==> src/sv/scp_pkg.sv <==
`timescale 1ns / 1ps
// Shared types and constants for the sound channel picker.
package scp_pkg;

  localparam int DYN_CHANNELS_DEF = 8;
  localparam int TIME_BITS_DEF    = 32;

  localparam int OP_W   = 2;
  localparam int ENT_W  = 16;
  localparam int SUB_W  = 4;
  localparam int SND_W  = 10;
  localparam int LEN_W  = 24;
  localparam int NOW_W  = 32;
  localparam int REL_W  = 3;
  localparam int IDX_W  = 3;

  // sub-channel codes with a meaning of their own
  localparam logic [SUB_W-1:0] SUB_NONE = 4'h0;
  localparam logic [SUB_W-1:0] SUB_ANY  = 4'hF;

  localparam logic [SND_W-1:0] SND_IDLE = '0;

  typedef enum logic [OP_W-1:0] {
    OP_START    = 2'd0,
    OP_RELEASE  = 2'd1,
    OP_STOP_ALL = 2'd2
  } op_t;

  typedef enum logic [2:0] {
    ST_IDLE,
    ST_SCAN,
    ST_WRITE,
    ST_REL_RD,
    ST_REL_WR,
    ST_SWEEP,
    ST_EMIT
  } state_t;

endpackage

==> src/sv/sound_channel_picker.sv <==
`timescale 1ns / 1ps
// Dynamic voice channel allocator with voice stealing, built around a channel table RAM.
// Start: one table read per cycle until a match or the last channel, then one write-back;
// release reads and writes back one entry; stop-all reads every entry and clears the active
// ones; other requests go straight to the result. One transaction at a time, and the channel
// table has a single read port.
// Reset (synchronous, rst_n low): table valid bits, view entity and control clear at once.
module sound_channel_picker
  import scp_pkg::*;
#(
  parameter int DYNAMIC_CHANNELS = DYN_CHANNELS_DEF,
  parameter int TIME_BITS        = TIME_BITS_DEF
) (
  input  logic                    clk,
  input  logic                    rst_n,
  input  logic                    cfg_wr_en,
  input  logic [ENT_W-1:0]        cfg_wr_data,
  input  logic                    in_valid,
  output logic                    in_stall,
  input  logic [OP_W-1:0]         in_operation,
  input  logic [ENT_W-1:0]        in_entity,
  input  logic signed [SUB_W-1:0] in_sub_channel,
  input  logic [SND_W-1:0]        in_sound_id,
  input  logic [LEN_W-1:0]        in_sound_length,
  input  logic [NOW_W-1:0]        in_now_time,
  input  logic [REL_W-1:0]        in_release_index,
  output logic                    out_valid,
  input  logic                    out_stall,
  output logic                    out_granted,
  output logic [IDX_W-1:0]        out_channel_index,
  output logic [SND_W-1:0]        out_evicted_sound
);

  localparam int IW = (DYNAMIC_CHANNELS > 1) ? $clog2(DYNAMIC_CHANNELS) : 1;
  localparam int CW = IW + 1;
  localparam int AW = (IW > REL_W) ? IW : REL_W;
  localparam int TB = TIME_BITS;
  // table word: {entity, sub-channel, sound, end time}
  localparam int W  = TB + SND_W + SUB_W + ENT_W;
  localparam logic [CW-1:0] CNT_END  = CW'(DYNAMIC_CHANNELS);
  localparam logic [IW-1:0] IDX_LAST = IW'(DYNAMIC_CHANNELS - 1);
  localparam logic [TB-1:0] TSIGN    = {1'b1, {(TB-1){1'b0}}};
  // above every key; at 64 bits the most positive time left stays unchosen
  localparam logic [TB:0]   BEST_INIT = {1'(TB < 64), {TB{1'b1}}};

  // ---------------------------------------------------------------- channel table
  logic [W-1:0]                mem [DYNAMIC_CHANNELS];
  logic [DYNAMIC_CHANNELS-1:0] vld_r;
  logic                        rd_en, wr_en;
  logic [IW-1:0]               rd_addr, wr_addr;
  logic [W-1:0]                wr_data;
  logic [W-1:0]                rd_q_r;
  logic                        rd_vld_r;
  logic                        eval_vld_r;
  logic [IW-1:0]               eval_idx_r;

  always_ff @(posedge clk) begin
    if (wr_en) begin
      mem[wr_addr] <= wr_data;
    end
    if (rd_en) begin
      rd_q_r <= mem[rd_addr];
    end
  end

  // entries never written read as zero: idle channel, owner 0, end 0
  always_ff @(posedge clk) begin
    if (!rst_n) begin
      vld_r      <= '0;
      rd_vld_r   <= 1'b0;
      eval_vld_r <= 1'b0;
      eval_idx_r <= '0;
    end else begin
      if (wr_en) begin
        vld_r[wr_addr] <= 1'b1;
      end
      eval_vld_r <= rd_en;
      if (rd_en) begin
        eval_idx_r <= rd_addr;
        rd_vld_r   <= vld_r[rd_addr];
      end
    end
  end

  logic [W-1:0]     e;
  logic [TB-1:0]    e_end;
  logic [SND_W-1:0] e_snd;
  logic [SUB_W-1:0] e_sub;
  logic [ENT_W-1:0] e_ent;

  assign e     = rd_vld_r ? rd_q_r : '0;
  assign e_end = e[TB-1:0];
  assign e_snd = e[TB+SND_W-1:TB];
  assign e_sub = e[TB+SND_W+SUB_W-1:TB+SND_W];
  assign e_ent = e[W-1:W-ENT_W];

  // ---------------------------------------------------------------- request hold
  logic [ENT_W-1:0] rq_ent_r;
  logic [SUB_W-1:0] rq_sub_r;
  logic [SND_W-1:0] rq_sid_r;
  logic [LEN_W-1:0] rq_len_r;
  logic [NOW_W-1:0] rq_now_r;
  logic [REL_W-1:0] rq_rel_r;
  logic [ENT_W-1:0] view_r;
  logic             in_acc;

  assign in_acc = in_valid && !in_stall;

  always_ff @(posedge clk) begin
    if (in_acc) begin
      rq_ent_r <= in_entity;
      rq_sub_r <= unsigned'(in_sub_channel);
      rq_sid_r <= in_sound_id;
      rq_len_r <= in_sound_length;
      rq_now_r <= in_now_time;
      rq_rel_r <= in_release_index;
    end
  end

  always_ff @(posedge clk) begin
    if (!rst_n) begin
      view_r <= '0;
    end else if (cfg_wr_en) begin
      view_r <= cfg_wr_data;
    end
  end

  // ---------------------------------------------------------------- scan datapath
  logic [TB-1:0] now_t, end_new, key;
  logic [TB:0]   key_ext;
  logic          is_match, is_guard, better;
  logic          in_rel_ok;
  logic [AW-1:0] rel_ext;

  assign now_t    = TB'(rq_now_r);
  assign end_new  = now_t + TB'(rq_len_r);
  // bias the sign bit so an unsigned compare orders signed time left
  assign key      = (e_end - now_t) ^ TSIGN;
  assign key_ext  = {1'b0, key};
  assign is_match = (rq_sub_r != SUB_NONE) && (e_ent == rq_ent_r) &&
                    ((e_sub == rq_sub_r) || (rq_sub_r == SUB_ANY));
  // listener's own active voices are off limits to other entities
  assign is_guard = (e_ent == view_r) && (rq_ent_r != view_r) && (e_snd != SND_IDLE);
  assign rel_ext  = AW'(rq_rel_r);
  assign in_rel_ok = {1'b0, AW'(in_release_index)} < (AW+1)'(DYNAMIC_CHANNELS);

  // ---------------------------------------------------------------- control
  state_t           state_r, state_nxt;
  logic [CW-1:0]    cnt_r, cnt_nxt;
  logic [TB:0]      best_r, best_nxt;
  logic             found_r, found_nxt;
  logic [IW-1:0]    pick_r, pick_nxt;
  logic [SND_W-1:0] evs_r, evs_nxt;
  logic             res_g_r, res_g_nxt;
  logic [IDX_W-1:0] res_idx_r, res_idx_nxt;
  logic [SND_W-1:0] res_ev_r, res_ev_nxt;
  logic             out_free;
  logic             better_ok;

  assign better    = key_ext < best_r;
  assign better_ok = !is_guard && better;

  assign out_free = !out_valid || !out_stall;
  assign in_stall = (state_r != ST_IDLE);

  always_comb begin
    state_nxt = state_r;
    unique case (state_r)
      ST_IDLE: begin
        if (in_valid) begin
          unique case (op_t'(in_operation))
            OP_START:    state_nxt = (in_sound_id == SND_IDLE) ? ST_EMIT : ST_SCAN;
            OP_RELEASE:  state_nxt = in_rel_ok ? ST_REL_RD : ST_EMIT;
            OP_STOP_ALL: state_nxt = ST_SWEEP;
            default:     state_nxt = ST_EMIT;
          endcase
        end
      end
      ST_SCAN: begin
        if (eval_vld_r) begin
          if (is_match) begin
            state_nxt = ST_WRITE;
          end else if (eval_idx_r == IDX_LAST) begin
            state_nxt = (found_r || better_ok) ? ST_WRITE : ST_EMIT;
          end
        end
      end
      ST_WRITE:  state_nxt = ST_EMIT;
      ST_REL_RD: state_nxt = ST_REL_WR;
      ST_REL_WR: state_nxt = ST_EMIT;
      ST_SWEEP: begin
        if (eval_vld_r && (eval_idx_r == IDX_LAST)) begin
          state_nxt = ST_EMIT;
        end
      end
      ST_EMIT: begin
        if (out_free) begin
          state_nxt = ST_IDLE;
        end
      end
      default: state_nxt = ST_IDLE;
    endcase
  end

  always_comb begin
    rd_en       = 1'b0;
    rd_addr     = cnt_r[IW-1:0];
    wr_en       = 1'b0;
    wr_addr     = eval_idx_r;
    wr_data     = e;
    cnt_nxt     = cnt_r;
    best_nxt    = best_r;
    found_nxt   = found_r;
    pick_nxt    = pick_r;
    evs_nxt     = evs_r;
    res_g_nxt   = res_g_r;
    res_idx_nxt = res_idx_r;
    res_ev_nxt  = res_ev_r;
    unique case (state_r)
      ST_IDLE: begin
        if (in_valid) begin
          cnt_nxt     = '0;
          best_nxt    = BEST_INIT;
          found_nxt   = 1'b0;
          res_g_nxt   = 1'b0;
          res_ev_nxt  = SND_IDLE;
          res_idx_nxt = (op_t'(in_operation) == OP_RELEASE) ? IDX_W'(in_release_index) : '0;
        end
      end
      ST_SCAN: begin
        rd_en = (cnt_r < CNT_END);
        if (rd_en) begin
          cnt_nxt = cnt_r + 1'b1;
        end
        if (eval_vld_r) begin
          if (is_match) begin
            pick_nxt  = eval_idx_r;
            evs_nxt   = e_snd;
            found_nxt = 1'b1;
          end else if (better_ok) begin
            best_nxt  = key_ext;
            pick_nxt  = eval_idx_r;
            evs_nxt   = e_snd;
            found_nxt = 1'b1;
          end
        end
      end
      ST_WRITE: begin
        wr_en       = 1'b1;
        wr_addr     = pick_r;
        wr_data     = {rq_ent_r, rq_sub_r, rq_sid_r, end_new};
        res_g_nxt   = 1'b1;
        res_idx_nxt = IDX_W'(pick_r);
        res_ev_nxt  = evs_r;
      end
      ST_REL_RD: begin
        rd_en   = 1'b1;
        rd_addr = rel_ext[IW-1:0];
      end
      ST_REL_WR: begin
        // end time is kept on a release
        wr_en      = 1'b1;
        wr_data    = {e_ent, e_sub, SND_IDLE, e_end};
        res_ev_nxt = e_snd;
      end
      ST_SWEEP: begin
        rd_en = (cnt_r < CNT_END);
        if (rd_en) begin
          cnt_nxt = cnt_r + 1'b1;
        end
        if (eval_vld_r && (e_snd != SND_IDLE)) begin
          wr_en   = 1'b1;
          wr_data = {e_ent, e_sub, SND_IDLE, {TB{1'b0}}};
        end
      end
      ST_EMIT: begin
      end
      default: begin
      end
    endcase
  end

  always_ff @(posedge clk) begin
    if (!rst_n) begin
      state_r <= ST_IDLE;
      cnt_r   <= '0;
      found_r <= 1'b0;
    end else begin
      state_r <= state_nxt;
      cnt_r   <= cnt_nxt;
      found_r <= found_nxt;
    end
  end

  always_ff @(posedge clk) begin
    best_r    <= best_nxt;
    pick_r    <= pick_nxt;
    evs_r     <= evs_nxt;
    res_g_r   <= res_g_nxt;
    res_idx_r <= res_idx_nxt;
    res_ev_r  <= res_ev_nxt;
  end

  // ---------------------------------------------------------------- result register
  logic             out_valid_r;
  logic             out_granted_r;
  logic [IDX_W-1:0] out_idx_r;
  logic [SND_W-1:0] out_ev_r;
  logic             out_load;

  assign out_load = (state_r == ST_EMIT) && out_free;

  always_ff @(posedge clk) begin
    if (!rst_n) begin
      out_valid_r <= 1'b0;
    end else if (out_load) begin
      out_valid_r <= 1'b1;
    end else if (!out_stall) begin
      out_valid_r <= 1'b0;
    end
  end

  // hold the payload while the consumer stalls
  always_ff @(posedge clk) begin
    if (out_load) begin
      out_granted_r <= res_g_r;
      out_idx_r     <= res_idx_r;
      out_ev_r      <= res_ev_r;
    end
  end

  assign out_valid         = out_valid_r;
  assign out_granted       = out_granted_r;
  assign out_channel_index = out_idx_r;
  assign out_evicted_sound = out_ev_r;

endmodule

==> config.mk <==
export PLATFORM = sky130hd
export DESIGN_NAME = sound_channel_picker
export DESIGN_NICKNAME = d
export VERILOG_FILES = /design/src/sv/scp_pkg.sv /design/src/sv/sound_channel_picker.sv
export SDC_FILE = /design/constraint.sdc
export NUM_CORES = 1
export LEC_CHECK = 0
export ABC_AREA = 1
export BUFFER_PORTS_ARGS = -buffer_cell sky130_fd_sc_hd__buf_2
export CAP_MARGIN = 20
export CELL_PAD_IN_SITES_DETAIL_PLACEMENT = 1
export CELL_PAD_IN_SITES_GLOBAL_PLACEMENT = 1
export CORE_MARGIN = 2
export CORE_UTILIZATION = 35
export CTS_CLUSTER_SIZE = 20
export DETAILED_ROUTE_END_ITERATION = 6
export PLACE_DENSITY_LB_ADDON = 0.25
export RECOVER_POWER = 100
export SYNTH_ARGS = -nofsm -noshare
export SYNTH_HDL_FRONTEND = slang
export SYNTH_SLANG_ARGS = --single-unit
==> constraint.sdc <==
create_clock -name clk -period 6.2 [get_ports clk]
set_clock_uncertainty 0.1 [all_clocks]
set_input_delay 0.62 -clock clk [delete_from_list [all_inputs] [get_ports clk]]
set_output_delay 0.62 -clock clk [all_outputs]
set_load 0.05 [all_outputs]
==> results by group, run 1 <==
Clock network
  – Clock transition at path regs: 0.06 ns
  – H-Tree Depth: 3
  – Clock Path Buffers: 3
  – Worst skew pair latency: 0.65 ns
  – Post CTS Setup Buffer Count: 0
  – Clk sinks: 759
  – CTS Root Cell: clkbuf_16
  – CTS tree: built
  – CTS Buf Count: 84

Setup path
  – Critical path launch point type: register
  – WS Path Type: reg -> reg
  – Critical Path RT: 6.32 ns
  – Element type at the critical path end: register
  – CP Max Fanout: 53
  – Data arrival, critical path: 5.48 ns
  – Worst R2R Path Depth: 7

Synth
  – Synthesis Warnings: 0
  – XOR/XNOR Fraction of Synth Area: 1.22%
  – Mux share of post-synthesis cell area: 0%
  – Ys flop type: edfxtp_1
  – Synth Area in Adders: 3.25%
  – Syn_area_per_cell: 10.8 um2
  – Number of synthesized flops with an enable pin: 721
  – Largest family of logic cells by synthesized area: simple AND/OR/NAND/NOR gates
  – Post-synthesis simple-gate area fraction: 14.2%
  – Async S/R FF share, synth: 0%
  – Post-Syn Nets: 3380
  – Synth Register Bits: 759
  – Netlist cell types: 61
  – Sequential area share after synthesis: 65.2%
  – Compound-Gate Fraction of Synth Area: 11.2%
  – Post-synthesis cell count: 3180
  – Post-Synthesis Cell Area: 34400 um2

Die
  – Chip height: 317 um
  – Die width: 317 um
  – IO Pins: 128
  – Initial Utilization: 35.4%
  – Die ar.: 101000 um2
  – # rows: 114
  – Core box area: 97000 um2

Timing
  – Final hold vios: 0
  – Setup violators final: 0
  – Relative slew slack: -121%
  – Worst slew pin tran: 3.31 ns
  – Max Slew Vio Count: 520
  – Fmax: 187 MHz
  – Final setup margin: 0.843 ns
  – RSZ-0062 raised after global routing: false
  – Final Cycle Share: 86.4%
  – Setup tns final: 0 ns
  – Fin crit period: 5.36 ns

Pwr
  – Pwr Density: 533 nW/um2
  – Leak: 14.5 nW
  – Max VDD drop: 279 uV

Final layout
  – Fraction of layout instances using a drive strength above 1: 9.12%
  – Post-route cell area: 39000 um2
  – Final net count: 3522
  – Layout Utilization: 40.2%
  – P&R area growth vs syn: 13.5%
  – ANT cells: 0
  – Post-route non-filler standard cell count: 4664

Placement
  – Pre-CTS setup slack: 1.36 ns
  – Placed Area: 36400 um2
  – Placer congestion estimate: 0.925
  – Dpl cells: 4500
  – PortBufs: 127
  – Hpwl dp: 64.7 mm

Detailed routing
  – Number of DRC markers in iteration 0: 1533
  – Pre-Repair DR Iteration Count: 5
  – Post-DRT Antenna Nets: 0
  – Vias post-DR: 24.0k
  – DRC: 0
  – DRT Wirelength: 101 mm
  – Drt wl/cell: 21.6 um
  – Drt via density: 5.14

Global route
  – Vias in the first global route: 24.8k
  – Tot GR Track Use: 20.0%
  – First-pass GRT wire length: 152 mm
  – Largest net degree at the start of global routing: 126
  – Initial antenna violation count: 3
  – Gr ovfl total: 0

Worst hold path
  – Worst Hold Class: in -> reg
  – Worst Hold Depth: 1

Job
  – Number of max-cap violations: 13

Status
  – Outcome: finished with violations
  – Violated checks: capacitance limit, slew limit
[synth_stat cells, types with 9 or more instances]
cell,number,area [um2]
a21o_1,12,90.1
a21oi_1,117,586
a31oi_1,67,419
buf_1,13,48.8
buf_2,35,175
buf_6,16,180
clkbuf_1,57,214
dfxtp_1,38,761
edfxtp_1,721,21700
ha_1,86,1080
inv_1,252,946
inv_2,13,48.8
nand2_1,413,1550
nand2_2,13,81.3
nand3_1,92,460
nand4_1,13,81.3
nor2_1,586,2200
nor3_1,15,75.1
o21ai_0,362,1810
o21ai_1,41,205
o22ai_1,72,450
or2_1,9,56.3
or2_2,12,75.1
xnor2_1,16,140
xor2_1,30,263
[path summary, 6_finish.rpt]
path,start,endpoint,slack [ns]
setup / recovery,state_r[0],mem[7][26],0.84
hold / removal,in_entity[13],rq_ent_r[13],0.05
setup reg to reg,state_r[0],mem[7][26],0.84
hold reg to reg,res_ev_r[8],out_evicted_sound[8],0.32
[flip-flops by register name, summed over array words and instances, names as in the netlist, 4 cells and up]
| name | flops |
|---|---|
| best_r | 33 |
| cnt_r | 4 |
| evs_r | 10 |
| mem | 496 |
| now_t | 32 |
| out_evicted_sound | 10 |
| rd_q_r | 62 |
| res_ev_r | 10 |
| rq_ent_r | 16 |
| rq_len_r | 24 |
| rq_sid_r | 10 |
| rq_sub_r | 4 |
| view_r | 16 |
| vld_r | 8 |
[layer usage]
layer	GRT usage, %	share of wire [%]
met1	27.9	47
met4	4.87	2.0
met5	0	0
met3	2.28	3.6
met2	33.5	48
[worst max-delay path: stages (launching register included)]
cell and delay (ns):
dfxtp_1 0.50, nor3_1 0.14, buf_4 0.31, buf_4 0.39
o21ai_0 0.84, clkinv_1 0.35, nor4_4 0.75, dlymetal6s4s_1 1.50
[stage by stage]
step | hold WS (ns) | power [mW]
5_1_grt | 0.0157 | 22.1
3_5_place_dp | 0.306 | 16.0
3_3_place_gp | 0.305 | 15.8
4_1_cts | 0.000949 | 21.0
6_report | 0.0468 | 20.8
2_1_floorplan | 0.300 | 13.2
[cell usage in the layout, fill, tap and decap left out, drive strengths merged, types with 12 or more instances in the layout]
cell,synthesis,routed
a21o,12,12
a21oi,118,118
a31oi,68,68
buf,71,114
clkbuf,58,165
clkinv,1,45
dfxtp,38,38
edfxtp,721,721
ha,86,86
inv,265,260
nand2,426,426
nand3,99,99
nand4,13,13
nor2,594,594
nor3,17,17
o21ai,406,406
o22ai,72,72
or2,21,21
xnor2,16,16
xor2,31,31
[cells by family (layout without fill, tap and decap cells)]
kind of cell | Yosys count | count (layout)
buffers and inverters | 395 | 603
AND/OR/NAND/NOR | 1186 | 1186
XOR/XNOR | 47 | 47
adder cells (fa/ha/maj) | 88 | 88
flip-flops | 759 | 759
AO/OA/AOI/OAI | 705 | 705
[cell type report]
type                            count  area (um2)
Sequential cell                   759       22400
Multi-Input combinational cell   2026       10300
Tap cell                         1276        1600
Clock inverter                     53         547
Inverter                          266        1010
Fill cell                       10700       58000
Clock buffer                       99        2180
Timing Repair Buffer              185         968
[power breakdown]
group,switching [mW],total [mW],internal (mW)
Clock,2.09,4.96,2.86
Sequential,0.482,8.10,7.61
Combinational,5.68,7.74,2.06
[what timing repair did]
action,in CTS,in global routing
hold buffers,4,0
setup endpoints to repair,0,0
gates resized for setup,0,0
hold endpoints to repair,4,0
Note: power is estimated with default switching activity, not from simulation.
==> run 2, diff against run 1 <==
BUFFER_PORTS_ARGS = -buffer_cell sky130_fd_sc_hd__buf_4   (was -buffer_cell sky130_fd_sc_hd__buf_2)
CTS_BUF_LIST = sky130_fd_sc_hd__clkbuf_8   (was unset)
==> results by group, run 2 (same netlist as run 1, synthesis figures left out) <==
Clock network
  – Post CTS Setup Buffer Count: 0 (unchanged)
  – Clock Path Buffers: 3 (unchanged)
  – H-Tree Depth: 4 (+1)
  – CTS tree: built
  – Clk sinks: 759 (unchanged)
  – Worst skew pair latency: 0.80 ns (+0.15 ns)
  – CTS Root Cell: clkbuf_8
  – CTS Buf Count: 136 (+62%)
  – Clock transition at path regs: 0.05 ns (about the same)

Die
  – Die width: 317 um (unchanged)
  – Chip height: 317 um (unchanged)
  – # rows: 114 (unchanged)
  – Core box area: 97000 um2 (unchanged)
  – IO Pins: 128 (unchanged)
  – Initial Utilization: 35.4% (unchanged)
  – Die ar.: 101000 um2 (unchanged)

Timing
  – RSZ-0062 raised after global routing: false
  – Relative slew slack: -129% (-8.3 points)
  – Final Cycle Share: 87.4% (+0.98 points)
  – Fin Hold WS: 0.0787 ns (+0.0319 ns)
  – Setup tns final: 0 ns (unchanged)
  – Fmax: 185 MHz (-1.1%)
  – Worst slew pin tran: 3.43 ns (+0.125 ns)
  – Fin crit period: 5.42 ns (+0.0610 ns)
  – Final hold vios: 0 (unchanged)
  – Max Slew Vio Count: 421 (-19%)
  – Setup violators final: 0 (unchanged)

Global route
  – Gr ovfl total: 0 (unchanged)
  – Busiest grt layer: met2
  – Global routing usage on met2: 34.2% (+0.72 points)
  – First-pass GRT wire length: 156 mm (+2.5%)
  – M1 GR Usage: 27.6% (-0.29 points)
  – Initial antenna violation count: 4 (+1)
  – Vias in the first global route: 26.0k (+4.8%)
  – Routing usage on met3: 3.09% (+0.81 points)
  – Largest net degree at the start of global routing: 174 (+38%)
  – Tot GR Track Use: 20.5% (+0.45 points)

Job
  – Number of max-cap violations: 7 (-6)

Detailed routing
  – Drt via density: 5.11 (-0.55%)
  – DRT Wirelength: 103 mm (+2.0%)
  – Number of DRC markers in iteration 0: 1793 (+17%)
  – DRC: 2 (+2)
  – Drt wl/cell: 21.2 um (-1.9%)
  – Vias post-DR: 24.8k (+3.4%)
  – Post-DRT Antenna Nets: 0 (unchanged)
  – Pre-Repair DR Iteration Count: 7 (+2)

Final layout
  – Most flops, register: mem
  – Highest-count cells in the layout ignoring fill and taps: edfxtp_1 (721), nor2_1 (588), nand2_1 (414), o21ai_0 (363), inv_1 (297)
  – Post-route cell area: 40100 um2 (+2.9%)
  – Max reg flops: 496 (unchanged)
  – Top flop regs: mem x496, rd_q_r x62, best_r x33
  – Commonest non-fill, non-tap cell in the layout: edfxtp_1
  – Fraction of layout instances using a drive strength above 1: 10.0% (+0.90 points)
  – Final net count: 3671 (+4.2%)
  – P&R area growth vs syn: 16.7%

Setup path
  – Critical path launch point type: register
  – Data arrival, critical path: 5.74 ns (+0.26 ns)
  – Element type at the critical path end: register
  – CP Max Fanout: 45 (-15%)
  – Critical Path RT: 6.52 ns (+0.20 ns)
  – WS Path Type: reg -> reg

Placement
  – Hpwl dp: 64.0 mm (-1.0%)
  – PortBufs: 127 (unchanged)
  – Placed Area: 36800 um2 (+0.90%)
  – Placer congestion estimate: 0.896 (-3.1%)

Worst hold path
  – Worst Hold Class: in -> reg

Pwr
  – Max VDD drop: 536 uV (+92%)
  – Leak: 15.1 nW (+4.4%)
  – Pwr Density: 506 nW/um2 (-5.1%)

Status
  – Violated checks: DRC, capacitance limit, slew limit
  – Outcome: finished with violations
run 2: changes by cell type in the layout (fill, tap and decap cells not counted), sizes merged, moves of 3 or more:
cell         change
bufinv           -3
dlygate4sd3    +102
buf             -74
clkbuf         +108
inv             +53
run 2: cell type report:
class                           count  area [um2]
Tap cell                         1276        1600
Antenna cell                        1        2.50
Clock inverter                    103         613
Fill cell                       10700       56900
Multi-Input combinational cell   2026       10300
Sequential cell                   759       22400
Timing Repair Buffer              282        2320
Inverter                          266        1010
Clock buffer                      137        1890
run 2: critical path, stage by stage, from the launching register on:
cell and delay, ns:
dfxtp_1 0.43, nor3_4 0.25, clkbuf_1 1.70, buf_4 0.67, o21ai_1 0.30, nor4_2 1.12
buf_12 0.42
run 2: what timing repair did:
item / 4_1_cts / 5_1_grt
endpoints found under the hold margin: 102 / 0
hold buffers: 106 / 0
gates resized for setup: 0 / 0
run 2: power breakdown:
part	internal [mW]	leakage [nW]	switching (mW)
Combinational	2.13	6.81	5.62
Sequential	7.60	6.86	0.539
Clock	2.28	1.43	2.13
Total	12.0	15.1	8.29
run 2: worst paths after layout:
path / from / end / slack, ns / cells past startpoint
worst max-delay path: state_r[0] / mem[3][22] / 0.78 / 6
worst min-delay path: cfg_wr_data[4] / view_r[4] / 0.08 / 3
worst max register to register: state_r[0] / mem[3][22] / 0.78 / 6
worst min register to register: res_ev_r[4] / out_evicted_sound[4] / 0.32 / 0
run 2: layer usage:
| metal | wire length (um) | part of all wire [%] |
|---|---|---|
| met2 | 49400 | 48 |
| met3 | 4330 | 4.2 |
| met1 | 46900 | 46 |
| met4 | 2200 | 2.1 |
| met5 | 0 | 0 |
run 2: through the flow:
stage	utilization [%]	total power [mW]	setup WS [ns]	cells
2_1_floorplan	-	13.2	0.254	3180
3_3_place_gp	37.9	15.8	1.52	4490
3_5_place_dp	37.9	16.0	1.41	4493
4_1_cts	41.6	20.5	1.38	4839
5_1_grt	41.4	21.7	0.474	4850
6_report	41.4	20.3	0.782	4850
==> run 3, diff against run 2 <==
CTS_CLUSTER_DIAMETER = 80   (was unset)
PLACE_DENSITY_LB_ADDON = 0.1   (was 0.25)
==> results by group, run 3 (same netlist as run 1, synthesis figures left out) <==
Final layout
  – P&R area growth vs syn: 12.0%
  – Most flops, register: mem
  – Commonest non-fill, non-tap cell in the layout: edfxtp_1
  – Fraction of layout instances using a drive strength above 1: 7.29% (-2.7 points)
  – Max reg flops: 496 (unchanged)
  – Top flop regs: mem x496, rd_q_r x62, best_r x33
  – Highest-count cells in the layout ignoring fill and taps: edfxtp_1 (721), nor2_1 (587), nand2_1 (416), o21ai_0 (367), inv_1 (268)
  – Final net count: 3584 (-2.4%)

Setup path
  – Critical Path RT: 6.60 ns (+0.08 ns)
  – Crit-path max cell delay: 1.38 ns (-0.32 ns)
  – CP most frequent cell: o21ai_0
  – WS Path Type: reg -> reg
  – CP Max Fanout: 177 (+290%)
  – Element type at the critical path end: register
  – Slowest CP cell: clkbuf_2
  – Cells traversed along the worst timing path: nand3_1 > o21ai_0 > buf_12 > clkbuf_2 > o21ai_0 > o22ai_1 > nor2_1 > a31oi_1
  – Critical path launch point type: register
  – Data arrival, critical path: 5.78 ns (+0.04 ns)

Timing
  – Fmax: 186 MHz (+0.77%)
  – Max Slew Vio Count: 579 (+38%)
  – Setup violators final: 0 (unchanged)
  – Final hold vios: 0 (unchanged)
  – Worst slew pin tran: 3.39 ns (-0.0401 ns)
  – Final Cycle Share: 86.7% (-0.67 points)
  – Fin crit period: 5.38 ns (-0.0416 ns)
  – Setup tns final: 0 ns (unchanged)
  – Relative slew slack: -126% (+2.7 points)
  – RSZ-0062 raised after global routing: false

Detailed routing
  – Pre-Repair DR Iteration Count: 5 (-2)
  – Vias post-DR: 24.2k (-2.2%)
  – Number of DRC markers in iteration 0: 1777 (-0.89%)
  – Drt via density: 5.16 (+0.96%)
  – DRC: 0 (-2)
  – Post-DRT Antenna Nets: 0 (unchanged)
  – DRT Wirelength: 106 mm (+3.3%)
  – Drt wl/cell: 22.6 um (+6.6%)

Pwr
  – Logic pwr share: 42.0% (+3.8 points)
  – Clock Power Share: 14.2% (-7.5 points)
  – Psw: 7.99 mW (-3.6%)
  – Seq pwr share: 43.8% (+3.7 points)
  – Internal Power: 10.5 mW (-12%)
  – Leak: 14.2 nW (-6.1%)
  – Pwr Density: 481 nW/um2 (-5.0%)
  – Sw Ratio: 43.2% (+2.3 points)
  – Total chip power: 18.5 mW (-8.8%)
  – Max VDD drop: 327 uV (-39%)

Status
  – Violated checks: capacitance limit, slew limit
  – Outcome: finished with violations

Worst hold path
  – Worst Hold Class: in -> reg

Clock network
  – CTS Root Cell: clkbuf_8
  – Clock Path Buffers: 3 (unchanged)
  – Clk sinks: 759 (unchanged)
  – CTS Buf Count: 50 (-63%)
  – H-Tree Depth: 2 (-2)
  – Clock transition at path regs: 0.12 ns (+0.07 ns)
  – Worst skew pair latency: 0.80 ns (about the same)
  – Hold buffers post-CTS: 105 (-0.94%)
  – CTS tree: built
  – Post-CTS Resized: 0 (unchanged)
  – Post CTS Setup Buffer Count: 0 (unchanged)

Die
  – Chip height: 317 um (unchanged)
  – Initial Utilization: 35.4% (unchanged)
  – Die ar.: 101000 um2 (unchanged)
  – # rows: 114 (unchanged)
  – IO Pins: 128 (unchanged)
  – Die width: 317 um (unchanged)
  – Core box area: 97000 um2 (unchanged)

Placement
  – Placer congestion estimate: 0.912 (+1.9%)
  – Hpwl dp: 68.9 mm (+7.6%)
  – PortBufs: 127 (unchanged)

Global route
  – Largest net degree at the start of global routing: 178 (+2.3%)
  – Initial antenna violation count: 3 (-1)
  – Vias in the first global route: 25.4k (-2.1%)
  – First-pass GRT wire length: 160 mm (+2.8%)
  – Tot GR Track Use: 21.2% (+0.72 points)
  – Gr ovfl total: 0 (unchanged)

Job
  – Number of max-cap violations: 14 (+7)
## run 3: cell types whose count changed in the layout (fill, tap and decap cells not counted), sizes merged
cell | previous run | this run
dlygate4sd3 | 106 | 105
bufinv | 5 | 1
clkinv | 44 | 13
clkinvlp | 7 | 2
clkbuf | 273 | 192
diode | 1 | 4
inv | 313 | 284
buf | 40 | 35
## run 3: final cells by class
type | instances | area [um2]
multi-input combinational | 2026 | 10300
antenna | 4 | 10.0
tap | 1276 | 1600
timing repair buffer | 281 | 2200
fill | 10700 | 58500
inverter | 266 | 1010
clock buffer | 51 | 702
sequential | 759 | 22400
clock inverter | 34 | 293
## run 3: worst paths after layout
path,cells past startpoint,start,slack (ns),end
max,8,state_r[0],0.82,rd_q_r[26]
min,3,cfg_wr_data[11],0.07,view_r[11]
max reg2reg,8,state_r[0],0.82,rd_q_r[26]
min reg2reg,0,res_ev_r[1],0.33,out_evicted_sound[1]
## run 3: metal layers
metal  global-route usage (%)  part of all wire, %  up-vias
met1                     30.3                   47    12200
met3                     3.17                  4.5      110
met4                     4.39                  1.9        2
li1                         -                    -    11500
met5                        0                0.012        -
met2                     34.3                   47      429
## run 3: worst max-delay path, delay by kind of cell, from the launching register on
kind                   cells  cell delay [ns]
buffers and inverters      2             2.01
and+or+nand+nor            2             0.47
AOI/OAI and AO/OA          4             1.75
DFF                        1             0.51
## run 3: per-stage QoR
stage	hold WS (ns)	instance area (um2)	worst slack, ns	std cells	util, %
2_1_floorplan	0.300	34400	0.254	3180	-
3_3_place_gp	0.311	36700	1.15	4498	37.9
3_5_place_dp	0.306	36700	1.17	4498	37.9
4_1_cts	0.00136	38800	1.15	4688	40.0
5_1_grt	0.0495	38500	0.400	4694	39.7
6_report	0.0725	38500	0.823	4697	39.7
## run 3: power by group through the flow
stage | registers, mW | logic (mW) | clock network (mW)
after detailed placement | 8.19 | 7.92 | 0
after CTS | 8.08 | 8.00 | 2.76
after global routing | 8.20 | 8.79 | 2.92
after floorplan | 7.96 | 5.23 | 0
after global placement | 8.18 | 7.72 | 0
final | 8.10 | 7.78 | 2.64
